**src/design/pmrp_pkg.sv**
```systemverilog
// ----------------------------------------------------------------------------
// pmrp_pkg: shared types and constants of the passive-mode reply parser
// Character codes, limits, tracker phase encoding and tracker state record.
// ----------------------------------------------------------------------------
package pmrp_pkg;

	localparam logic [7:0] CHR_NUL   = 8'h00;
	localparam logic [7:0] CHR_LF    = 8'h0A;
	localparam logic [7:0] CHR_CR    = 8'h0D;
	localparam logic [7:0] CHR_OPEN  = 8'h28;
	localparam logic [7:0] CHR_CLOSE = 8'h29;
	localparam logic [7:0] CHR_ZERO  = 8'h30;
	localparam logic [7:0] CHR_NINE  = 8'h39;

	localparam logic [2:0] NUM_COUNT = 3'd6;
	localparam logic [8:0] NUM_MAX   = 9'd255;
	localparam logic [8:0] ACC_SAT   = 9'd256;
	localparam logic [1:0] POS_START = 2'd3;

	typedef enum logic [1:0] {
		PH_IDLE = 2'd0,
		PH_SKIP = 2'd1,
		PH_NUM  = 2'd2,
		PH_STOP = 2'd3
	} phase_t;

	typedef struct packed {
		phase_t          phase;
		logic [2:0]      count;
		logic [8:0]      acc;
		logic [5:0][7:0] nums;
		logic            viol;
	} tracker_t;

	localparam tracker_t TRACKER_RESET = '{
		phase: PH_IDLE, count: 3'd0, acc: 9'd0, nums: '0, viol: 1'b0
	};

endpackage

```
**src/design/pmrp_line_if.sv**
```systemverilog
// ----------------------------------------------------------------------------
// pmrp_line_if: byte channel of the reply line
// One character per transfer, with a flag on the last character of a line.
// ----------------------------------------------------------------------------
interface pmrp_line_if;

	logic       valid;
	logic       ready;
	logic [7:0] line_byte;
	logic       final_byte;

	modport source (output valid, output line_byte, output final_byte, input ready);
	modport sink (input valid, input line_byte, input final_byte, output ready);

endinterface

```
**src/design/pmrp_reply_if.sv**
```systemverilog
// ----------------------------------------------------------------------------
// pmrp_reply_if: result channel of the reply parser
// One transfer per line: accept flag, host address octets and port.
// ----------------------------------------------------------------------------
interface pmrp_reply_if;

	logic        valid;
	logic        ready;
	logic        accepted;
	logic [7:0]  octet_a;
	logic [7:0]  octet_b;
	logic [7:0]  octet_c;
	logic [7:0]  octet_d;
	logic [15:0] port_number;

	modport source (
		output valid, output accepted, output octet_a, output octet_b,
		output octet_c, output octet_d, output port_number, input ready
	);
	modport sink (
		input valid, input accepted, input octet_a, input octet_b,
		input octet_c, input octet_d, input port_number, output ready
	);

endinterface

```
**src/design/passive_mode_reply_parser_unit.sv**
```systemverilog
// ----------------------------------------------------------------------------
// passive_mode_reply_parser_unit: FTP passive-mode reply parser
// The line channel delivers a reply line one character per transfer; the
// transfer that carries final_byte = 1 closes the line. For each line one
// transfer on the reply channel reports whether six numbers in 0..255 were
// found, the four address octets and the port (fifth * 256 + sixth).
// Numbers are taken after the first '(' of the line or, if there is none,
// from the fourth character on. A zero character ends the line text early.
// Rate: one character per cycle, sustained while no final character waits for
// a busy result register. A character is held in an input register, then the
// parse state is updated by a single pass of compare and multiply-by-ten
// logic; the final character loads the result register, from which the reply
// is offered on the reply channel.
// A stalled reply holds only a following final character in the input
// register; other characters keep flowing. After reset the block is empty
// and ready, and every line starts from a clean parse state.
// ----------------------------------------------------------------------------
module passive_mode_reply_parser_unit
	import pmrp_pkg::*;
(
	input  logic                clk,
	input  logic                arst_n,
	pmrp_line_if.sink           line,
	pmrp_reply_if.source        reply
);

	// Input register.
	logic       valid_s1;
	logic [7:0] byte_s1;
	logic       final_s1;

	// Parse state of the current line.
	logic [1:0]    pos_q;
	logic          bracket_q;
	logic          text_ended_q;
	tracker_t [1:0] trk_q;

	// Result register.
	logic        reply_valid_q;
	logic        accepted_q;
	logic [7:0]  octet_a_q;
	logic [7:0]  octet_b_q;
	logic [7:0]  octet_c_q;
	logic [7:0]  octet_d_q;
	logic [15:0] port_q;

	logic           advance;
	logic           in_accept;
	logic [1:0]     pos_nx;
	logic           bracket_nx;
	logic           text_ended_nx;
	tracker_t [1:0] trk_nx;
	tracker_t       sel;
	logic           ok;

	function automatic tracker_t store_number(tracker_t t);
		tracker_t r;
		r = t;
		if (t.count < NUM_COUNT) begin
			r.nums[t.count] = (t.acc > NUM_MAX) ? NUM_MAX[7:0] : t.acc[7:0];
			if (t.acc > NUM_MAX) begin
				r.viol = 1'b1;
			end
			r.count = t.count + 3'd1;
		end
		r.acc = '0;
		return r;
	endfunction

	function automatic tracker_t tracker_byte(tracker_t t, logic [7:0] b);
		tracker_t    r;
		logic        numeral;
		logic [3:0]  d;
		logic [11:0] prod;
		logic        done;
		r        = t;
		numeral  = (b >= CHR_ZERO) && (b <= CHR_NINE);
		d        = 4'(b - CHR_ZERO);
		prod     = 12'(t.acc) * 12'd10 + 12'(d);
		done     = 1'b0;
		if (t.phase == PH_SKIP || t.phase == PH_NUM) begin
			if (numeral) begin
				if (t.phase == PH_SKIP) begin
					r.acc   = 9'(d);
					r.phase = PH_NUM;
				end else begin
					r.acc = (prod > 12'(ACC_SAT)) ? ACC_SAT : prod[8:0];
				end
			end else begin
				if (t.phase == PH_NUM) begin
					r = store_number(r);
					if (r.count >= NUM_COUNT) begin
						r.phase = PH_STOP;
						done    = 1'b1;
					end else begin
						r.phase = PH_SKIP;
					end
				end
				if (!done && (b == CHR_CLOSE || b == CHR_CR || b == CHR_LF)) begin
					r.phase = PH_STOP;
				end
			end
		end
		return r;
	endfunction

	function automatic tracker_t tracker_end(tracker_t t);
		tracker_t r;
		r = t;
		if (t.phase == PH_NUM) begin
			r = store_number(r);
		end
		if (t.phase != PH_IDLE) begin
			r.phase = PH_STOP;
		end
		return r;
	endfunction

	// A final character may only move on when the result register is free.
	assign advance    = valid_s1 && (!final_s1 || !reply_valid_q || reply.ready);
	assign line.ready = !valid_s1 || advance;
	assign in_accept  = line.valid && line.ready;

	always_comb begin
		pos_nx        = pos_q;
		bracket_nx    = bracket_q;
		text_ended_nx = text_ended_q;
		trk_nx        = trk_q;
		if (!text_ended_q) begin
			if (byte_s1 == CHR_NUL) begin
				trk_nx[0]     = tracker_end(trk_q[0]);
				trk_nx[1]     = tracker_end(trk_q[1]);
				text_ended_nx = 1'b1;
			end else begin
				if (pos_q == POS_START && trk_q[1].phase == PH_IDLE) begin
					trk_nx[1].phase = PH_SKIP;
				end
				trk_nx[0] = tracker_byte(trk_nx[0], byte_s1);
				trk_nx[1] = tracker_byte(trk_nx[1], byte_s1);
				if (byte_s1 == CHR_OPEN && !bracket_q) begin
					bracket_nx = 1'b1;
					if (trk_nx[0].phase == PH_IDLE) begin
						trk_nx[0].phase = PH_SKIP;
					end
				end
				if (pos_q != POS_START) begin
					pos_nx = pos_q + 2'd1;
				end
			end
		end
		// Closing the line completes any number still in progress.
		sel = bracket_nx ? tracker_end(trk_nx[0]) : tracker_end(trk_nx[1]);
		ok  = (sel.count == NUM_COUNT) && !sel.viol;
	end

	always_ff @(posedge clk or negedge arst_n) begin
		if (!arst_n) begin
			valid_s1 <= 1'b0;
		end else if (in_accept) begin
			valid_s1 <= 1'b1;
		end else if (advance) begin
			valid_s1 <= 1'b0;
		end
	end

	always_ff @(posedge clk) begin
		if (in_accept) begin
			byte_s1  <= line.line_byte;
			final_s1 <= line.final_byte;
		end
	end

	always_ff @(posedge clk or negedge arst_n) begin
		if (!arst_n) begin
			pos_q        <= '0;
			bracket_q    <= 1'b0;
			text_ended_q <= 1'b0;
			trk_q        <= {TRACKER_RESET, TRACKER_RESET};
		end else if (advance) begin
			if (final_s1) begin
				pos_q        <= '0;
				bracket_q    <= 1'b0;
				text_ended_q <= 1'b0;
				trk_q        <= {TRACKER_RESET, TRACKER_RESET};
			end else begin
				pos_q        <= pos_nx;
				bracket_q    <= bracket_nx;
				text_ended_q <= text_ended_nx;
				trk_q        <= trk_nx;
			end
		end
	end

	always_ff @(posedge clk or negedge arst_n) begin
		if (!arst_n) begin
			reply_valid_q <= 1'b0;
		end else if (advance && final_s1) begin
			reply_valid_q <= 1'b1;
		end else if (reply.ready) begin
			reply_valid_q <= 1'b0;
		end
	end

	always_ff @(posedge clk) begin
		if (advance && final_s1) begin
			accepted_q <= ok;
			octet_a_q  <= ok ? sel.nums[0] : 8'd0;
			octet_b_q  <= ok ? sel.nums[1] : 8'd0;
			octet_c_q  <= ok ? sel.nums[2] : 8'd0;
			octet_d_q  <= ok ? sel.nums[3] : 8'd0;
			port_q     <= ok ? {sel.nums[4], sel.nums[5]} : 16'd0;
		end
	end

	assign reply.valid       = reply_valid_q;
	assign reply.accepted    = accepted_q;
	assign reply.octet_a     = octet_a_q;
	assign reply.octet_b     = octet_b_q;
	assign reply.octet_c     = octet_c_q;
	assign reply.octet_d     = octet_d_q;
	assign reply.port_number = port_q;

	// A rejected line reports all-zero address and port.
	a_reject_zero: assert property (@(posedge clk) disable iff (!arst_n)
		reply_valid_q && !accepted_q |->
			octet_a_q == 8'd0 && octet_b_q == 8'd0 && octet_c_q == 8'd0 &&
			octet_d_q == 8'd0 && port_q == 16'd0)
		else $error("rejected reply carries nonzero fields");

	// Closing a line leaves a clean parse state for the next one.
	a_line_restart: assert property (@(posedge clk) disable iff (!arst_n)
		advance && final_s1 |=>
			pos_q == 2'd0 && !bracket_q && !text_ended_q &&
			trk_q[0].phase == PH_IDLE && trk_q[1].phase == PH_IDLE &&
			trk_q[0].count == 3'd0 && trk_q[1].count == 3'd0)
		else $error("parse state not cleared after final character");

	// Neither tracker collects more than six numbers.
	a_count_bound: assert property (@(posedge clk) disable iff (!arst_n)
		trk_q[0].count <= NUM_COUNT && trk_q[1].count <= NUM_COUNT)
		else $error("tracker number count out of range");

	// The line channel stalls only behind a final character waiting for the result slot.
	a_stall_cause: assert property (@(posedge clk) disable iff (!arst_n)
		!line.ready |-> valid_s1 && final_s1 && reply_valid_q && !reply.ready)
		else $error("line channel stalled without a blocked result");

endmodule

```
**src/flat_wrapper.sv**
```systemverilog
// flat-port wrapper written by rule: the top's interface ports become plain ports
module passive_mode_reply_parser_unit_flat import pmrp_pkg::*;
  (clk, arst_n, line_valid, line_line_byte, line_final_byte, line_ready, reply_valid, reply_accepted, reply_octet_a, reply_octet_b, reply_octet_c, reply_octet_d, reply_port_number, reply_ready);
  pmrp_line_if line_i ();
  pmrp_reply_if reply_i ();
  input  logic clk;
  input  logic arst_n;
  input wire logic [$bits(line_i.valid)-1:0] line_valid;
  input wire logic [$bits(line_i.line_byte)-1:0] line_line_byte;
  input wire logic [$bits(line_i.final_byte)-1:0] line_final_byte;
  output wire logic [$bits(line_i.ready)-1:0] line_ready;
  output wire logic [$bits(reply_i.valid)-1:0] reply_valid;
  output wire logic [$bits(reply_i.accepted)-1:0] reply_accepted;
  output wire logic [$bits(reply_i.octet_a)-1:0] reply_octet_a;
  output wire logic [$bits(reply_i.octet_b)-1:0] reply_octet_b;
  output wire logic [$bits(reply_i.octet_c)-1:0] reply_octet_c;
  output wire logic [$bits(reply_i.octet_d)-1:0] reply_octet_d;
  output wire logic [$bits(reply_i.port_number)-1:0] reply_port_number;
  input wire logic [$bits(reply_i.ready)-1:0] reply_ready;
  assign line_i.valid = line_valid;
  assign line_i.line_byte = line_line_byte;
  assign line_i.final_byte = line_final_byte;
  assign line_ready = line_i.ready;
  assign reply_valid = reply_i.valid;
  assign reply_accepted = reply_i.accepted;
  assign reply_octet_a = reply_i.octet_a;
  assign reply_octet_b = reply_i.octet_b;
  assign reply_octet_c = reply_i.octet_c;
  assign reply_octet_d = reply_i.octet_d;
  assign reply_port_number = reply_i.port_number;
  assign reply_i.ready = reply_ready;
  passive_mode_reply_parser_unit u_core (.clk(clk), .arst_n(arst_n), .line(line_i), .reply(reply_i));
endmodule
```
**config.mk**
```make
export PLATFORM = sky130hd
export DESIGN_NAME = passive_mode_reply_parser_unit_flat
export DESIGN_NICKNAME = d
export VERILOG_FILES = /design/src/design/pmrp_pkg.sv /design/src/design/pmrp_line_if.sv /design/src/design/pmrp_reply_if.sv /design/src/design/passive_mode_reply_parser_unit.sv /design/src/flat_wrapper.sv
export SDC_FILE = /design/constraint.sdc
export NUM_CORES = 1
export LEC_CHECK = 0
export CORE_MARGIN = 2
export CORE_UTILIZATION = 65
export CTS_CLUSTER_SIZE = 40
export DETAILED_ROUTE_END_ITERATION = 6
export DONT_BUFFER_PORTS = 1
export GPL_ROUTABILITY_DRIVEN = 0
export GPL_TIMING_DRIVEN = 0
export PLACE_DENSITY = 0.81
export REMOVE_ABC_BUFFERS = 1
export SYNTH_ARGS = -nofsm -noshare
export SYNTH_HDL_FRONTEND = slang
export SYNTH_SLANG_ARGS = --single-unit
```
**constraint.sdc**
```tcl
create_clock -name clk -period 5.9 [get_ports clk]
set_clock_uncertainty 0.1 [all_clocks]
set_input_delay 0.59 -clock clk [delete_from_list [all_inputs] [get_ports clk]]
set_output_delay 0.59 -clock clk [all_outputs]
set_load 0.01 [all_outputs]
```
==> implementation parameters <==
Parameter                              Value

Clock tree
  CTS tree    built
  Deepest level of the CTS H-tree    4
  Number of resized instances in the post-cts repair step    0
  Insertion delay of the later-clocked pin in the worst-skew pair    0.45 ns
  Clock-pin slew reported for the worst setup and hold paths after clock tree synthesis    0.08 ns
  Hold-fix buffer count after cts    1
  Num CTS Buffers    17
  Post-CTS Setup Repair Bufs    0
  CTS Root Cell    sky130_fd_sc_hd__clkbuf_16
  Clock sinks    190
  Number of buffers between clock root and the deepest sink    2

Setup path
  Setup slack on the worst flop-to-flop path    0.54 ns
  CP endpoint kind    flop
  Arrival time worst endpoint    5.46 ns
  Worst-path maximum fanout    7
  Reg-to-Reg End    u_core.reply.octet_c[6]
  FF-to-FF Start    u_core.trk_q[52]
  Data required time of the critical path    6.00 ns
  R2R cell count    14
  Startpoint Class    flop
  Class of the most critical setup path    reg2reg

Detailed routing
  Drt first pass iters    7
  Routed Wire Length    36.6 mm
  Vias    11700
  Vias per cell    7.30
  Routed len/inst    22.7 um
  DRT iter0 DRCs    1736
  Remaining antenna violation count    0
  DRC violation count after routing    0

Placed design
  Post-Place Cell Area    12500 um^2
  Number of buffers added on ports    0
  Hpwl dp    26.2 mm

Global routing
  Number of global-route vias before repair    10500
  Wire length of the first global-routing pass    57.8 mm
  Overflow left after global routing    0
  Initial antenna violation count    0
  Pin count of the biggest net entering global routing    133
  Global-route usage over all layers    0.365

Power
  Cell area power density    245 nW/um^2
  Sum of internal, switching and leakage power    0.00322 W
  Maximum VDD drop    0.193 mV
  LEAKAGE    5.23 nW

STA
  Final hold slack    -0.0186 ns
  Peak Freq    0.186 GHz
  Final number of hold-violating endpoints    21
  Unrepaired setup endpoints after global routing    no
  Final period util    0.909
  Post-layout min period    5.36 ns
  Normalized max-slew margin    0.0461
  Setup total negative slack    0 ns
  Max Slew Vio Count    0
  Final setup violation count    0
  Worst-Margin Slew    1.43 ns

Floorplanning
  Die Span X    143 um
  Number of top-level design ports    64
  Number of rows created at floorplan    50
  Starting Density    0.665
  Die ar.    20300 um^2
  Area of the core region    18800 um^2
  Vert. Die Dim    143 um

Logic synthesis
  Number of instances in the synthesized netlist    1435
  Share of flip-flops with an asynchronous set or reset    0.695
  Count of cell types in the netlist    77
  Mean Syn Cell Area    8.70 um^2
  Syn. warnings    0
  Top_reg_cell synth    sky130_fd_sc_hd__dfrtp_1
  Seq cells post-synth    190
  Mapped Area    12500 um^2
  Number of enable flip-flop cells after synthesis    58
  Portion of the post-synthesis area used by sequential elements    0.404

Final layout
  Highest-count cells in the layout ignoring fill and taps    155 x sky130_fd_sc_hd__o21ai_0, 137 x sky130_fd_sc_hd__nor2_1, 131 x sky130_fd_sc_hd__dfrtp_1, 129 x sky130_fd_sc_hd__nand2_1, 118 x sky130_fd_sc_hd__a21oi_1
  Layout area overhead    5.50%
  Post-route cell area    13200 um^2
  Net count of the finished layout    1423
  Most common cell after layout, fill and taps aside    sky130_fd_sc_hd__o21ai_0
  Inserted Diodes    0
  Count of fill cells added during filler insertion    1461
  Proportion of layout cells with a drive suffix above 1    0.0589

Outcome
  Run status    complete, but fails checks
  Violations in the final reports    hold timing

Job
  Max_cap viols    0

Min path
  Hold Path Class    in2async
[per-layer routing]
metal,wire length [um],share of wire,GRT usage
met3,3970,0.11,0.0808
met2,16000,0.44,0.547
met1,14700,0.40,0.506
met4,1990,0.054,0.172
met5,0,0,0
[cells in the mapped netlist (5+ instances only)]
library cell,n,share of area
sky130_fd_sc_hd__o21ai_0,156,0.063
sky130_fd_sc_hd__nor2_1,138,0.042
sky130_fd_sc_hd__dfrtp_1,132,0.26
sky130_fd_sc_hd__nand2_1,129,0.039
sky130_fd_sc_hd__a21oi_1,118,0.047
sky130_fd_sc_hd__clkbuf_1,97,0.029
sky130_fd_sc_hd__a211oi_1,69,0.042
sky130_fd_sc_hd__nor3_1,64,0.026
sky130_fd_sc_hd__a22o_1,59,0.041
sky130_fd_sc_hd__edfxtp_1,58,0.14
sky130_fd_sc_hd__ha_1,44,0.044
sky130_fd_sc_hd__inv_1,32,0.0096
sky130_fd_sc_hd__nor2b_1,27,0.014
sky130_fd_sc_hd__a32o_1,19,0.015
sky130_fd_sc_hd__nand2b_1,19,0.0095
sky130_fd_sc_hd__o21ai_1,15,0.0060
sky130_fd_sc_hd__and2_1,14,0.0070
sky130_fd_sc_hd__and3_1,14,0.0070
sky130_fd_sc_hd__nand3_1,13,0.0052
sky130_fd_sc_hd__o22ai_1,11,0.0055
sky130_fd_sc_hd__or2_2,10,0.0050
sky130_fd_sc_hd__xnor2_1,10,0.0070
sky130_fd_sc_hd__a221oi_1,9,0.0063
sky130_fd_sc_hd__a31oi_1,9,0.0045
sky130_fd_sc_hd__a211o_1,8,0.0056
sky130_fd_sc_hd__nand4_1,8,0.0040
sky130_fd_sc_hd__nor3b_1,8,0.0048
sky130_fd_sc_hd__nor4_1,8,0.0040
sky130_fd_sc_hd__a2111oi_0,7,0.0049
sky130_fd_sc_hd__a21o_1,7,0.0042
sky130_fd_sc_hd__o21a_1,7,0.0042
sky130_fd_sc_hd__o31ai_1,7,0.0042
sky130_fd_sc_hd__xor2_1,7,0.0049
sky130_fd_sc_hd__or3_1,6,0.0030
sky130_fd_sc_hd__a2111oi_1,5,0.0040
sky130_fd_sc_hd__mux2_2,5,0.0045
sky130_fd_sc_hd__o211ai_1,5,0.0030
[worst max-delay path by stage]
stage	endpoint	from	slack, ns	cells after the start
4_1_cts	u_core.reply.octet_c[4]	u_core.trk_q[62]	0.44	17
6_report	u_core.reply.octet_c[6]	u_core.trk_q[52]	0.54	14
3_5_place_dp	u_core.reply.octet_c[4]	u_core.trk_q[62]	0.49	17
3_3_place_gp	u_core.reply.octet_c[4]	u_core.byte_s1[2]	-0.33	9
5_1_grt	u_core.reply.octet_c[6]	u_core.trk_q[50]	0.11	14
2_1_floorplan	u_core.reply.octet_b[4]	u_core.trk_q[113]	0.85	13
[report_power, final]
part	leakage (nW)	switching (W)	internal [W]	total, W
Combinational	2.56	0.000430	0.000175	0.000604
Sequential	2.40	0.0000762	0.00140	0.00147
Clock	0.275	0.000581	0.000565	0.00115
Total	5.23	0.00109	0.00213	0.00322
[worst max-delay path, cell delays in order, from the launching register on]
cell,delay (ns)
sky130_fd_sc_hd__dfrtp_1,0.52
sky130_fd_sc_hd__ha_1,0.35
sky130_fd_sc_hd__ha_1,0.18
sky130_fd_sc_hd__inv_1,0.06
sky130_fd_sc_hd__fa_1,0.42
sky130_fd_sc_hd__xor2_1,0.21
sky130_fd_sc_hd__a2111oi_0,0.54
sky130_fd_sc_hd__nor3b_1,0.44
sky130_fd_sc_hd__o211a_1,0.23
sky130_fd_sc_hd__a211oi_2,0.08
sky130_fd_sc_hd__a2111o_1,0.49
sky130_fd_sc_hd__a2bb2oi_1,0.17
sky130_fd_sc_hd__o21ai_1,0.58
sky130_fd_sc_hd__a211oi_1,0.27
sky130_fd_sc_hd__a311oi_1,0.48
[cell families (layout without fill, tap and decap cells)]
family,count (synthesis),in the layout,share of synthesized area
buffers and inverters,135,75,0.0422
and+or+nand+nor,480,480,0.185
xor gates and xnor gates,20,20,0.0168
adders and majority gates,48,48,0.0505
AOI/OAI and AO/OA,557,557,0.297
muxes,5,5,0.00451
DFF,190,190,0.404
[final cells by class]
type,instances,area (um^2),share of cell area
Inverter,32,120,0.00912
Clock inverter,14,153,0.0116
Timing Repair Buffer,11,156,0.0119
Tap cell,234,293,0.0222
Sequential cell,190,5050,0.383
Multi-Input combinational cell,1110,6970,0.529
Clock buffer,18,429,0.0326
[metrics by stage]
stage          worst slack, ns  hold WS [ns]  cells  utilization
2_1_floorplan            0.854         0.194   1332            -
3_3_place_gp            -0.327         0.197   1566        0.659
3_5_place_dp             0.494         0.198   1576        0.668
4_1_cts                  0.439        0.0454   1609        0.701
5_1_grt                  0.111        0.0233   1609        0.702
6_report                 0.536       -0.0186   1609        0.702
[sequential cells by signal, indices dropped and copies added (netlist names)]
name and flops:
u_core.reply.octet_b 8, u_core.trk_q 126, u_core.reply.octet_d 8, u_core.final_s1 1, u_core.reply.octet_a 8, u_core.valid_s1 1, u_core.pos_q 2, u_core.byte_s1 8
u_core.reply.valid 1, u_core.bracket_q 1, u_core.text_ended_q 1, u_core.reply.port_number 16, u_core.reply.octet_c 8, u_core.reply.accepted 1
(Power assumes the default switching activity.)
